`src/multiset_rule_rewriter_core_defines.svh`:
```
// Assertion macros shared by the rewriter modules.
`ifndef MULTISET_RULE_REWRITER_CORE_DEFINES_SVH
`define MULTISET_RULE_REWRITER_CORE_DEFINES_SVH

// Checks that an implication holds at every clock edge outside reset.
`define MRR_ASSERT_IMP(label, clk, rst_n, ante, cons) \
    label: assert property (@(posedge clk) disable iff (!rst_n) (ante) |-> (cons)) \
        else $error("implication failed");

// Checks that the consequent holds in the cycle after the antecedent.
`define MRR_ASSERT_NEXT(label, clk, rst_n, ante, cons) \
    label: assert property (@(posedge clk) disable iff (!rst_n) (ante) |=> (cons)) \
        else $error("next-cycle implication failed");

`endif

```
`src/mrr_pkg.sv`:
```
// ----------------------------------------------------------------------------
// Rewriter package
// Operation codes, controller commands and shared types.
// ----------------------------------------------------------------------------
package mrr_pkg;
    localparam logic [2:0] OP_WRITE = 3'd0;
    localparam logic [2:0] OP_LOAD  = 3'd1;
    localparam logic [2:0] OP_RUN   = 3'd2;
    localparam logic [2:0] OP_READ  = 3'd3;
    localparam logic [2:0] OP_CLEAR = 3'd4;

    localparam logic CFG_RULES = 1'b0;
    localparam logic CFG_SYMS  = 1'b1;

    // Datapath commands issued by the controller.
    typedef struct packed {
        logic clr_all;     // clear every count
        logic scan_start;  // begin condition scan of current rule
        logic apply_start; // begin apply pass of current rule with k
        logic load_mode;   // apply with k = 1 (load facts)
    } t_cmd;

    // Datapath status returned to the controller.
    typedef struct packed {
        logic scan_done;
        logic scan_ok;     // rule has nonempty, satisfied condition
        logic scan_empty;  // rule has empty condition
        logic apply_done;
        logic clearing;    // rule tables are being zeroed after reset
    } t_stat;
endpackage

```
`src/mrr_ctrl.sv`:
```
// ----------------------------------------------------------------------------
// Rewriter controller
// Sequences operations, rule scans, steps and the result handshake.
// ----------------------------------------------------------------------------
module mrr_ctrl import mrr_pkg::*; #(
    parameter int MAX_RULES = 64
) (
    input  logic                         i_clk,
    input  logic                         i_rst_n,
    input  logic                         i_req_valid,
    output logic                         o_req_ready,
    input  logic [2:0]                   i_op,
    input  logic [15:0]                  i_step_limit,
    input  logic [6:0]                   i_rules,
    output logic                         o_rsp_valid,
    input  logic                         i_rsp_ready,
    output logic [31:0]                  o_steps,
    output logic [5:0]                   o_last,
    output logic                         o_halted,
    output logic                         o_wr,
    output logic                         o_rd_cap,
    output t_cmd                         o_cmd,
    input  t_stat                        i_stat,
    output logic [$clog2(MAX_RULES)-1:0] o_rule
);
    localparam int RW = $clog2(MAX_RULES);

    localparam logic [2:0] S_IDLE  = 3'd0;
    localparam logic [2:0] S_SCAN  = 3'd1;
    localparam logic [2:0] S_WSCAN = 3'd2;
    localparam logic [2:0] S_APPLY = 3'd3;
    localparam logic [2:0] S_WAPP  = 3'd4;
    localparam logic [2:0] S_RESP  = 3'd5;

    logic [2:0]    r_st, n_st;
    logic          r_load, n_load;
    logic [RW:0]   r_r, n_r;
    logic [16:0]   r_lim, n_lim;
    logic [16:0]   r_cnt, n_cnt;
    logic [5:0]    r_last, n_last;
    logic          r_halt, n_halt;
    logic [RW:0]   w_nr;
    logic          w_acc;

    assign w_nr = (32'(i_rules) > MAX_RULES) ? (RW+1)'(MAX_RULES) : (RW+1)'(i_rules);
    // No request is taken while the tables are still being cleared.
    assign o_req_ready = (r_st == S_IDLE) && !i_stat.clearing;
    assign w_acc  = i_req_valid && o_req_ready;
    assign o_rsp_valid = (r_st == S_RESP);
    assign o_rule = r_r[RW-1:0];
    assign o_steps = 32'(r_cnt);
    assign o_last = r_last;
    assign o_halted = r_halt;
    assign o_wr = w_acc && i_op == OP_WRITE;
    assign o_rd_cap = w_acc && i_op == OP_READ;

    // Next-state logic.
    always_comb begin
        n_st = r_st; n_load = r_load; n_r = r_r; n_lim = r_lim;
        n_cnt = r_cnt; n_last = r_last; n_halt = r_halt;
        o_cmd = '0;
        unique case (r_st)
            S_IDLE: begin
                if (w_acc) begin
                    n_cnt = '0; n_last = '0; n_halt = 1'b0; n_r = '0;
                    n_lim = (i_step_limit == 16'd0) ? 17'h10000 : {1'b0, i_step_limit};
                    n_load = (i_op == OP_LOAD);
                    n_st = S_RESP;
                    if (i_op == OP_CLEAR) begin
                        o_cmd.clr_all = 1'b1;
                    end else if (i_op == OP_LOAD || i_op == OP_RUN) begin
                        n_st = S_SCAN;
                        if (i_op == OP_RUN) begin
                            n_cnt = 17'd1;
                        end
                    end
                end
            end
            S_SCAN: begin
                if (r_r >= w_nr) begin
                    // No further rule: load ends, a run step fails.
                    n_st = S_RESP;
                    n_halt = !r_load;
                end else begin
                    o_cmd.scan_start = 1'b1;
                    n_st = S_WSCAN;
                end
            end
            S_WSCAN: begin
                if (i_stat.scan_done) begin
                    if (r_load ? i_stat.scan_empty : i_stat.scan_ok) begin
                        n_st = S_APPLY;
                    end else begin
                        n_r = r_r + 1'b1;
                        n_st = S_SCAN;
                    end
                end
            end
            S_APPLY: begin
                o_cmd.apply_start = 1'b1;
                o_cmd.load_mode = r_load;
                n_st = S_WAPP;
            end
            S_WAPP: begin
                if (i_stat.apply_done) begin
                    if (r_load) begin
                        n_r = r_r + 1'b1;
                        n_st = S_SCAN;
                    end else begin
                        n_last = 6'(r_r);
                        n_r = '0;
                        if (r_cnt >= r_lim) begin
                            n_st = S_RESP;
                        end else begin
                            n_cnt = r_cnt + 1'b1;
                            n_st = S_SCAN;
                        end
                    end
                end
            end
            S_RESP: begin
                if (i_rsp_ready) begin
                    n_st = S_IDLE;
                end
            end
            default: n_st = S_IDLE;
        endcase
    end

    // State registers.
    always_ff @(posedge i_clk) begin
        if (!i_rst_n) begin
            r_st <= S_IDLE;
        end else begin
            r_st <= n_st;
        end
        r_load <= n_load; r_r <= n_r; r_lim <= n_lim;
        r_cnt <= n_cnt; r_last <= n_last; r_halt <= n_halt;
    end

    `include "multiset_rule_rewriter_core_defines.svh"
    `MRR_ASSERT_IMP(a_steps_bound, i_clk, i_rst_n, r_st == S_RESP, r_cnt <= 17'h10000)
    `MRR_ASSERT_IMP(a_halt_run, i_clk, i_rst_n, r_st == S_RESP && r_halt, !r_load)
    `MRR_ASSERT_NEXT(a_acc_leaves, i_clk, i_rst_n, w_acc, r_st != S_IDLE)
endmodule

```
`config.mk`:
```
export PLATFORM = sky130hd
export DESIGN_NAME = mrr_ctrl
export DESIGN_NICKNAME = d
export VERILOG_FILES = /design/src/mrr_pkg.sv /design/src/mrr_ctrl.sv
export VERILOG_INCLUDE_DIRS = /design/src /design/src/src
export SDC_FILE = /design/constraint.sdc
export NUM_CORES = 1
export LEC_CHECK = 0
export ABC_CLOCK_PERIOD_IN_PS = 3200
export BUFFER_PORTS_ARGS = -buffer_cell sky130_fd_sc_hd__buf_2
export CAP_MARGIN = 25
export CORE_MARGIN = 2
export CORE_UTILIZATION = 49
export CTS_BUF_LIST = sky130_fd_sc_hd__clkbuf_8
export DETAILED_ROUTE_END_ITERATION = 8
export GPL_TIMING_DRIVEN = 0
export PLACE_DENSITY = 0.78
export RECOVER_POWER = 50
export SYNTH_ARGS = -nofsm -noshare
export SYNTH_HDL_FRONTEND = slang
export SYNTH_SLANG_ARGS = --single-unit
```
`constraint.sdc`:
```
create_clock -name i_clk -period 3.2 [get_ports i_clk]
set_input_delay 0.8 -clock i_clk [delete_from_list [all_inputs] [get_ports i_clk]]
set_output_delay 0.8 -clock i_clk [all_outputs]
set_load 0.01 [all_outputs]
```
==> run metrics, run 1 <==
Mean Syn Cell Area=10.1 um2; Clock Power Share=14.8%; met1 Use GR=21.2%; post-route ant nets=0; routed vias/inst=5.09; WP data arrival=2.24 ns; H-tree Lvls=2; max-cap check violation count=0; site row count=29; HPWL Detailed=4990 um; Area Overhead vs Synth=17.4%; most common cell in the synthesized netlist=edfxtp_1; post-synthesis cell count=321; Fmax=0.329 GHz; Final Cycle Share=94.9%; Rel. slew slack=38.3%; critical path required time=2.40 ns; Port Buf Inserts=72; GRT Total Usage=17.8%; dpl ws=-0.0638 ns; crit path kind=in -> out; first-pass GRT wire length=10,300 um; die area=7300 um2; top_reg_cell synth=edfxtp_1; DRT Wirelength=6230 um; met3 usage=3.99%; clk_lat worst skew=0.30 ns; Slew @ Worst Pin=0.918 ns; startpoint types=primary input; Layout Utilization=59.8%; drt pass-1 iters=6; Yosys top cell area share=45.3%; Clock Sinks=52; number of synthesized register bits=52; Cell Count Post-Placement=485; critical-path cell list=buf_2 > inv_2 > nand2_1 > ha_1 > a21o_1 > a21oi_1 > o21ai_0 > a21o_1 > nor2_1 > buf_2; CTS tree=done; Ports=88; Overflow after GRT=0; combinational power share=39.3%; setup slack, reg-to-reg=0.52 ns; register share of total power=45.9%; Min Hold Slack=0.664 ns; pin count of the biggest net entering global routing=20; dpl cell area=3770 um2; Post-Route Skew=0.00512 ns; Post-layout nets=476; met2 Resource Use GR=31.6%; Die Y=85.5 um; final setup vio count=0; clk root buf=clkbuf_8; most frequent cells after synthesis=edfxtp_1, nor2_1, ha_1; global routing's busiest layer=met2; Netlist cell types=47; Die Wd=85.5 um; Mapped Area=3250 um2; Pint=1.62 mW; diode count=0; TNS Setup=0 ns; Leak=1.64 nW; DRT iter0 DRCs=84; PwrDens=689 nW/um2; Final Critical Period=3.04 ns; cts hold-fix bufs=0; per-cell routed wire length=12.6 um; top cells by area, synth=edfxtp_1, ha_1, buf_4; share of cells above drive strength 1=17.8%; Crit path largest cell delay=0.29 ns; slowest CP cell=ha_1; critical path's top delay family=compound AO/OA/AOI/OAI gates; initial antenna violation count=0; worst-path maximum fanout=6; number of global-route vias before repair=2,286; drt drc=0; status=finished, final reports clean; switching fraction of total power=38.6%; register area share after synthesis=47.1%; count of pins over their slew limit=0; final cell count without fillers=493; cts bufs inserted=5; Syn. warnings=0; post-layout total power=2.63 mW; worst setup margin=0.163 ns; Starting Density=50.9%; worst path bufs/invs=3; GPL Wtd Cong=0.861; Max Buffers Root-to-Sink=2; cell taking the most area after synthesis=edfxtp_1; P_sw=1.01 mW; Final Hold Fails=0; peak supply drop=0.000444 V; CP endpoint kind=output pin; Worst Hold Class=reg -> reg; Worst-path clk slew=0.10 ns; via count=2,511; number of synthesized flops with an enable pin=49; ys async rst share=0%; RSZ-0062 raised after global routing=false; Core ar.=6390 um2; design area=3820 um2
==> power by group through the flow <==
stage	Sequential, mW	Combinational [mW]	Clock [mW]
floorplan	1.22	0.695	0
global placement	1.22	1.02	0
detailed placement	1.22	1.06	0
CTS	1.21	1.08	0.404
global route	1.24	1.17	0.432
finish	1.21	1.03	0.389
==> cell usage in the layout, fill, tap and decap left out, types with 13 or more instances in the layout <==
cell	n
nand2_1	21
edfxtp_1	49
buf_2	36
conb_1	15
buf_4	22
xor2_1	13
inv_1	22
clkbuf_1	57
nor2_1	34
ha_1	26
==> worst paths after layout <==
path / from / end / cells after the start
max: i_rules[6] / o_cmd[2] / 10
max reg2reg: r_cnt[4]$_SDFFCE_PP0P_ / r_cnt[14]$_SDFFCE_PP0P_ / 7
min reg2reg: r_r[0]$_DFFE_PP_ / r_r[0]$_DFFE_PP_ / 1
min: r_r[0]$_DFFE_PP_ / r_r[0]$_DFFE_PP_ / 1
==> cell type report <==
type / instances / area (um2)
tap: 77 / 96.3
multi-input combinational: 217 / 1440
inverter: 24 / 93.8
clock buffer: 5 / 68.8
timing repair buffer: 73 / 322
buffer: 42 / 238
clock inverter: 3 / 25.0
fill: 590 / 2570
sequential: 52 / 1530
==> per-layer routing <==
| layer | part of all wire, % | wire length, um |
|---|---|---|
| met5 | 0 | 0 |
| met4 | 1.5 | 92 |
| met3 | 4.1 | 257 |
| met2 | 52 | 3270 |
| met1 | 42 | 2610 |
==> sequential cells by signal, summed over array words and instances (netlist names) <==
name / cells
o_halted: 1
r_r: 7
r_st: 3
r_lim: 17
o_last: 6
r_cnt: 17
r_load: 1
==> logic make-up after synthesis <==
family                   synth area share, %
AO/OA/AOI/OAI                           7.58
XOR/XNOR                                5.66
adder cells (fa/ha/maj)                 10.0
buffers and inverters                   10.1
flip-flops                              47.1
multiplexers                           0.308
other                                  0.115
AND/OR/NAND/NOR                         19.1
==> what timing repair did <==
item,CTS,global route
gates cloned,0,0
setup endpoints to repair,1,1
gates resized for setup,1,1
buffers inserted,0,0
Note: power is estimated with default switching activity, not from simulation.
==> run 2, diff against run 1 <==
ABC_CLOCK_PERIOD_IN_PS = 3600   (was 3200)
BUFFER_PORTS_ARGS = -buffer_cell sky130_fd_sc_hd__buf_4   (was -buffer_cell sky130_fd_sc_hd__buf_2)
CORE_UTILIZATION = 59   (was 49)
PLACE_DENSITY = 0.88   (was 0.78)
SKIP_LAST_GASP = 1   (was unset)
clock period = 3.6 ns   (was 3.2 ns; I/O delays follow)
==> run metrics, run 2 (synthesis gave the netlist of run 1 again) <==
Slew @ Worst Pin=0.943 ns (+0.0253 ns); site row count=27 (-6.9%); drt pass-1 iters=4 (-2); critical-path cell list=buf_4 > nand2b_1 > or4_4 > inv_1 > and4b_1 > buf_4; FF-to-FF Start=r_cnt[4]$_SDFFCE_PP0P_; Final Cycle Share=96.4%; commonest non-fill, non-tap cell in the layout=buf_4; first-pass GRT wire length=10,800 um (+4.2%); crit path kind=in -> out; critical path required time=2.70 ns (+0.30 ns); post-layout total power=2.53 mW (-3.9%); Post-layout nets=476 (unchanged); Final Critical Period=3.47 ns; hold worst-path end=r_r[6]$_DFFE_PP_; critical path's top delay family=simple AND/OR/NAND/NOR gates; RSZ-0062 raised after global routing=false; Max Buffers Root-to-Sink=2 (unchanged); Worst Hold Class=reg -> reg; Clock Sinks=52 (unchanged); worst-path maximum fanout=19 (+13); GRT Total Usage=22.4% (+4.6 points); clk_lat worst skew=0.31 ns (about the same); Fmax=0.288 GHz; Setup Fix Bufs, Post-CTS=0 (unchanged); Die Wd=78.2 um (-8.5%); HPWL Detailed=5230 um (+4.7%); max-cap check violation count=0 (unchanged); R2R cell count=7 (unchanged); peak supply drop=0.000406 V (-8.7%); via count=2,584 (+2.9%); design area=3970 um2 (+3.9%); drt drc=0 (unchanged); DRT iter0 DRCs=113 (+35%); Rel. slew slack=36.6% (-1.7 points); Crit path largest cell delay=0.53 ns (+0.24 ns); Ports=88 (unchanged); GPL Wtd Cong=0.882 (+2.4%); routed vias/inst=5.30 (+4.0%); top sig layer=met4; Port Buf Inserts=72 (unchanged); worst path bufs/invs=3 (unchanged); Area Overhead vs Synth=22.1%; worst hold start=r_r[6]$_DFFE_PP_; met3 wire length=336 um (+31%); initial antenna violation count=0 (unchanged); CP endpoint kind=output pin; count of pins over their slew limit=0 (unchanged); status=finished, final reports clean; H-tree Lvls=2 (unchanged); PwrDens=637 nW/um2 (-7.5%); final setup vio count=0 (unchanged); Overflow after GRT=0 (unchanged); Fillers=391 (-34%); slowest CP cell=inv_1; number of global-route vias before repair=2,399 (+4.9%); commonest non-fill, non-tap cells in the layout=buf_4, clkbuf_1, edfxtp_1, nor2_1, ha_1; Most common cell on crit path=buf_4; startpoint types=primary input; post-route ant nets=0 (unchanged); Final Hold Fails=0 (unchanged); DRT met1 WL=2570 um (-1.5%); FF-to-FF End=r_cnt[14]$_SDFFCE_PP0P_; share of cells above drive strength 1=19.0% (+1.2 points); cts hold-fix bufs=0 (unchanged); Core ar.=5410 um2 (-15%); Post-CTS Resized=0 (-1); CTS tree=done; Starting Density=60.1% (+9.2 points); Worst-path clk slew=0.10 ns (about the same); WP data arrival=2.57 ns (+0.33 ns); DRT Wirelength=6700 um (+7.7%); Die Y=78.2 um (-8.5%); Regs by FF count=r_cnt (17), r_lim (17), r_r (7); diode count=0 (unchanged); cts bufs inserted=5 (unchanged); Post-Route Skew=0.0123 ns (+0.00717 ns); setup slack, reg-to-reg=0.83 ns (+0.31 ns); Leak=1.72 nW (+5.2%); clk root buf=clkbuf_8; Min-Delay Path Depth=2 (+1); die area=6120 um2 (-16%); dpl cell area=3950 um2 (+4.7%); DR WL met2=3680 um (+13%); pin count of the biggest net entering global routing=20 (unchanged); per-cell routed wire length=13.7 um (+8.8%)
run 2: changes by cell type in the layout (fill, tap and decap cells not counted):
cell,change
buf_2,-35
buf_4,+32
buf_6,+1
bufinv_16,+2
clkbuf_1,-8
clkbuf_4,+10
clkinvlp_4,-2
inv_1,+3
inv_2,-1
inv_6,-2
run 2: layout make-up:
type | instances | area [um2] | area share, %
sequential | 52 | 1530 | 38.6
clock buffer | 5 | 68.8 | 1.73
tap | 72 | 90.1 | 2.27
inverter | 24 | 90.1 | 2.27
buffer | 42 | 238 | 5.99
timing repair buffer | 73 | 443 | 11.2
clock inverter | 3 | 63.8 | 1.61
multi-input combinational | 217 | 1440 | 36.4
run 2: worst max-delay path by stage:
| stage | start | slack [ns] | cells after the start | to |
|---|---|---|---|---|
| 2_1_floorplan | r_cnt[4]$_SDFFCE_PP0P_ | 0.51 | 6 | r_cnt[0]$_DFFE_PP_ |
| 3_3_place_gp | r_cnt[4]$_SDFFCE_PP0P_ | -0.05 | 6 | r_cnt[14]$_SDFFCE_PP0P_ |
| 3_5_place_dp | i_stat[0] | 0.13 | 6 | o_rd_cap |
| 4_1_cts | i_stat[0] | 0.13 | 6 | o_rd_cap |
| 5_1_grt | i_stat[0] | 0.06 | 6 | o_rd_cap |
| 6_report | i_stat[0] | 0.13 | 6 | o_rd_cap |
run 2: metal layers:
metal  global-route usage, %  vias to the layer above
met4                    7.37                        0
met5                       0                        -
li1                        -                     1269
met1                    25.6                     1213
met3                    4.25                       14
met2                    41.9                       88
run 2: through the flow:
step	hold slack (ns)	util (%)	worst slack (ns)	cells	setup TNS [ns]
2_1_floorplan	0.588	-	0.509	335	0
3_3_place_gp	0.616	72.8	-0.0530	479	-0.887
3_5_place_dp	0.645	73.0	0.134	480	0
4_1_cts	0.662	75.4	0.134	488	0
5_1_grt	0.691	73.4	0.0552	488	0
6_report	0.664	73.4	0.130	488	0
run 2: worst reg2reg max path, delay by kind of cell, from the launching register on:
family / cells / cell delay [ns]
adders and majority gates: 1 / 0.37
AOI/OAI and AO/OA: 5 / 1.34
DFF: 1 / 0.52
buffers and inverters: 1 / 0.25
run 2: report_power, final:
part	total [mW]	switching, mW	internal, mW
Clock	0.470	0.195	0.275
Combinational	0.979	0.540	0.439
Sequential	1.08	0.184	0.895
Total	2.53	0.919	1.61
==> run 3, diff against run 2 <==
ABC_CLOCK_PERIOD_IN_PS = 3500   (was 3600)
BUFFER_PORTS_ARGS = unset   (was -buffer_cell sky130_fd_sc_hd__buf_4)
CORE_UTILIZATION = 66   (was 59)
DONT_BUFFER_PORTS = 1   (was unset)
PLACE_DENSITY = 0.82   (was 0.88)
clock period = 3.5 ns   (was 3.6 ns; I/O delays follow)
==> run metrics, run 3 (synthesis gave the netlist of run 1 again) <==
status=finished, final reports clean; Worst-path clk slew=0.11 ns (about the same); dpl ws=0.246 ns (+0.112 ns); TNS Setup=0 ns (unchanged); worst setup margin=0.275 ns (+0.145 ns); diode count=0 (unchanged); via count=2,238 (-13%); critical path's top delay family=simple AND/OR/NAND/NOR gates; Min Hold Slack=0.654 ns (-0.0101 ns); Rel. slew slack=35.6% (-1.0 points); commonest non-fill, non-tap cell in the layout=edfxtp_1; Die Y=74.2 um (-5.2%); cts bufs inserted=5 (unchanged); worst-path maximum fanout=19 (unchanged); DRT Wirelength=6040 um (-9.8%); Max Buffers Root-to-Sink=2 (unchanged); die area=5500 um2 (-10%); Worst Hold Class=reg -> reg; setup slack, reg-to-reg=0.71 ns (-0.12 ns); Layout Utilization=73.8% (+0.40 points); Post-layout nets=404 (-15%); Core ar.=4720 um2 (-13%); WP data arrival=2.35 ns (-0.22 ns); Starting Density=68.8% (+8.7 points); Multi-input gate area=1440 um2 (unchanged); site row count=25 (-7.4%); Final Hold Fails=0 (unchanged); drt pass-1 iters=4 (unchanged); Post-Route Skew=0.0143 ns (+0.00197 ns); pin count of the biggest net entering global routing=20 (unchanged); number of global-route vias before repair=2,204 (-8.1%); initial antenna violation count=0 (unchanged); DRT iter0 DRCs=87 (-23%); Port Buf Inserts=0 (-100%); Clock Sinks=52 (unchanged); commonest non-fill, non-tap cells in the layout=edfxtp_1, nor2_1, ha_1, inv_1; Fillers=362 (-7.4%); HPWL Detailed=4850 um (-7.2%); Area Overhead vs Synth=7.24%; Reg area=1530 um2 (unchanged); Overflow after GRT=0 (unchanged); Post-CTS Resized=0 (unchanged); drt drc=0 (unchanged); Final Critical Period=3.22 ns; Die Wd=74.2 um (-5.2%); count of pins over their slew limit=0 (unchanged); H-tree Lvls=2 (unchanged); Crit path largest cell delay=0.52 ns (about the same); Slew @ Worst Pin=0.958 ns (+0.0149 ns); CTS tree=done; Fmax=0.310 GHz; routed vias/inst=5.45 (+2.8%); crit path kind=in -> out; slowest CP cell=inv_1; GRT Total Usage=24.1% (+1.7 points); share of cells above drive strength 1=10.5% (-8.5 points); first-pass GRT wire length=10,000 um (-6.8%); clk root buf=clkbuf_8; RSZ-0062 raised after global routing=false; final setup vio count=0 (unchanged); startpoint types=primary input; worst path bufs/invs=1 (-2); Leak=1.45 nW (-16%); CP endpoint kind=output pin; Ports=88 (unchanged); Final Cycle Share=92.1%; PwrDens=659 nW/um2 (+3.5%); peak supply drop=0.000448 V (+11%); clk_lat worst skew=0.32 ns (about the same); Setup Fix Bufs, Post-CTS=0 (unchanged); critical path required time=2.62 ns (-0.08 ns); per-cell routed wire length=14.7 um (+7.1%); GPL Wtd Cong=0.870 (-1.3%); critical-path cell list=nand2b_1 > or4_4 > inv_1 > and4b_1; max-cap check violation count=0 (unchanged); cts hold-fix bufs=0 (unchanged); Regs by FF count=r_cnt (17), r_lim (17), r_r (7); post-route ant nets=0 (unchanged)
==> run 3: cell types whose count changed in the layout (fill, tap and decap cells not counted), sizes merged <==
cell	change
buf	-34
bufinv	-2
clkbuf	-38
clkinv	+1
clkinvlp	+1
==> run 3: power breakdown <==
part	internal [mW]	switching, mW	total [mW]
Clock	0.147	0.212	0.359
Sequential	0.923	0.238	1.16
Combinational	0.334	0.443	0.777
Total	1.40	0.894	2.30
==> run 3: path summary, 6_finish.rpt <==
path / start / end / cells past startpoint
max: i_stat[0] / o_rd_cap / 4
min: r_r[6]$_DFFE_PP_ / r_r[6]$_DFFE_PP_ / 2
max reg2reg: r_cnt[4]$_SDFFCE_PP0P_ / r_cnt[14]$_SDFFCE_PP0P_ / 7
min reg2reg: r_r[6]$_DFFE_PP_ / r_r[6]$_DFFE_PP_ / 2
==> run 3: metrics by stage <==
step / instance area [um2] / std cells / total power, mW
3_3_place_gp: 3390 / 402 / 1.91
2_1_floorplan: 3300 / 335 / 1.75
5_1_grt: 3490 / 411 / 2.48
6_report: 3490 / 411 / 2.30
4_1_cts: 3490 / 411 / 2.31
3_5_place_dp: 3390 / 403 / 1.96
==> run 3: tightest hold or removal path: cells and delay by family (launching register included) <==
family,cells,cell delay (ns)
XOR/XNOR,1,0.08
flip-flops,1,0.39
AND/OR/NAND/NOR,1,0.07
==> run 3: layout make-up <==
class | count | share of cell area, %
Buffer | 42 | 6.71
Clock buffer | 5 | 1.97
Clock inverter | 3 | 0.790
Inverter | 24 | 2.58
Multi-Input combinational cell | 217 | 41.4
Sequential cell | 52 | 43.9
Tap cell | 67 | 2.40
Timing Repair Buffer | 1 | 0.215
==> run 3: routing by layer <==
layer / track usage [%] / wire, um
met1: 27.5 / 2310
met2: 42.2 / 3230
met4: 11.9 / 116
met3: 5.96 / 395
met5: 0 / 0
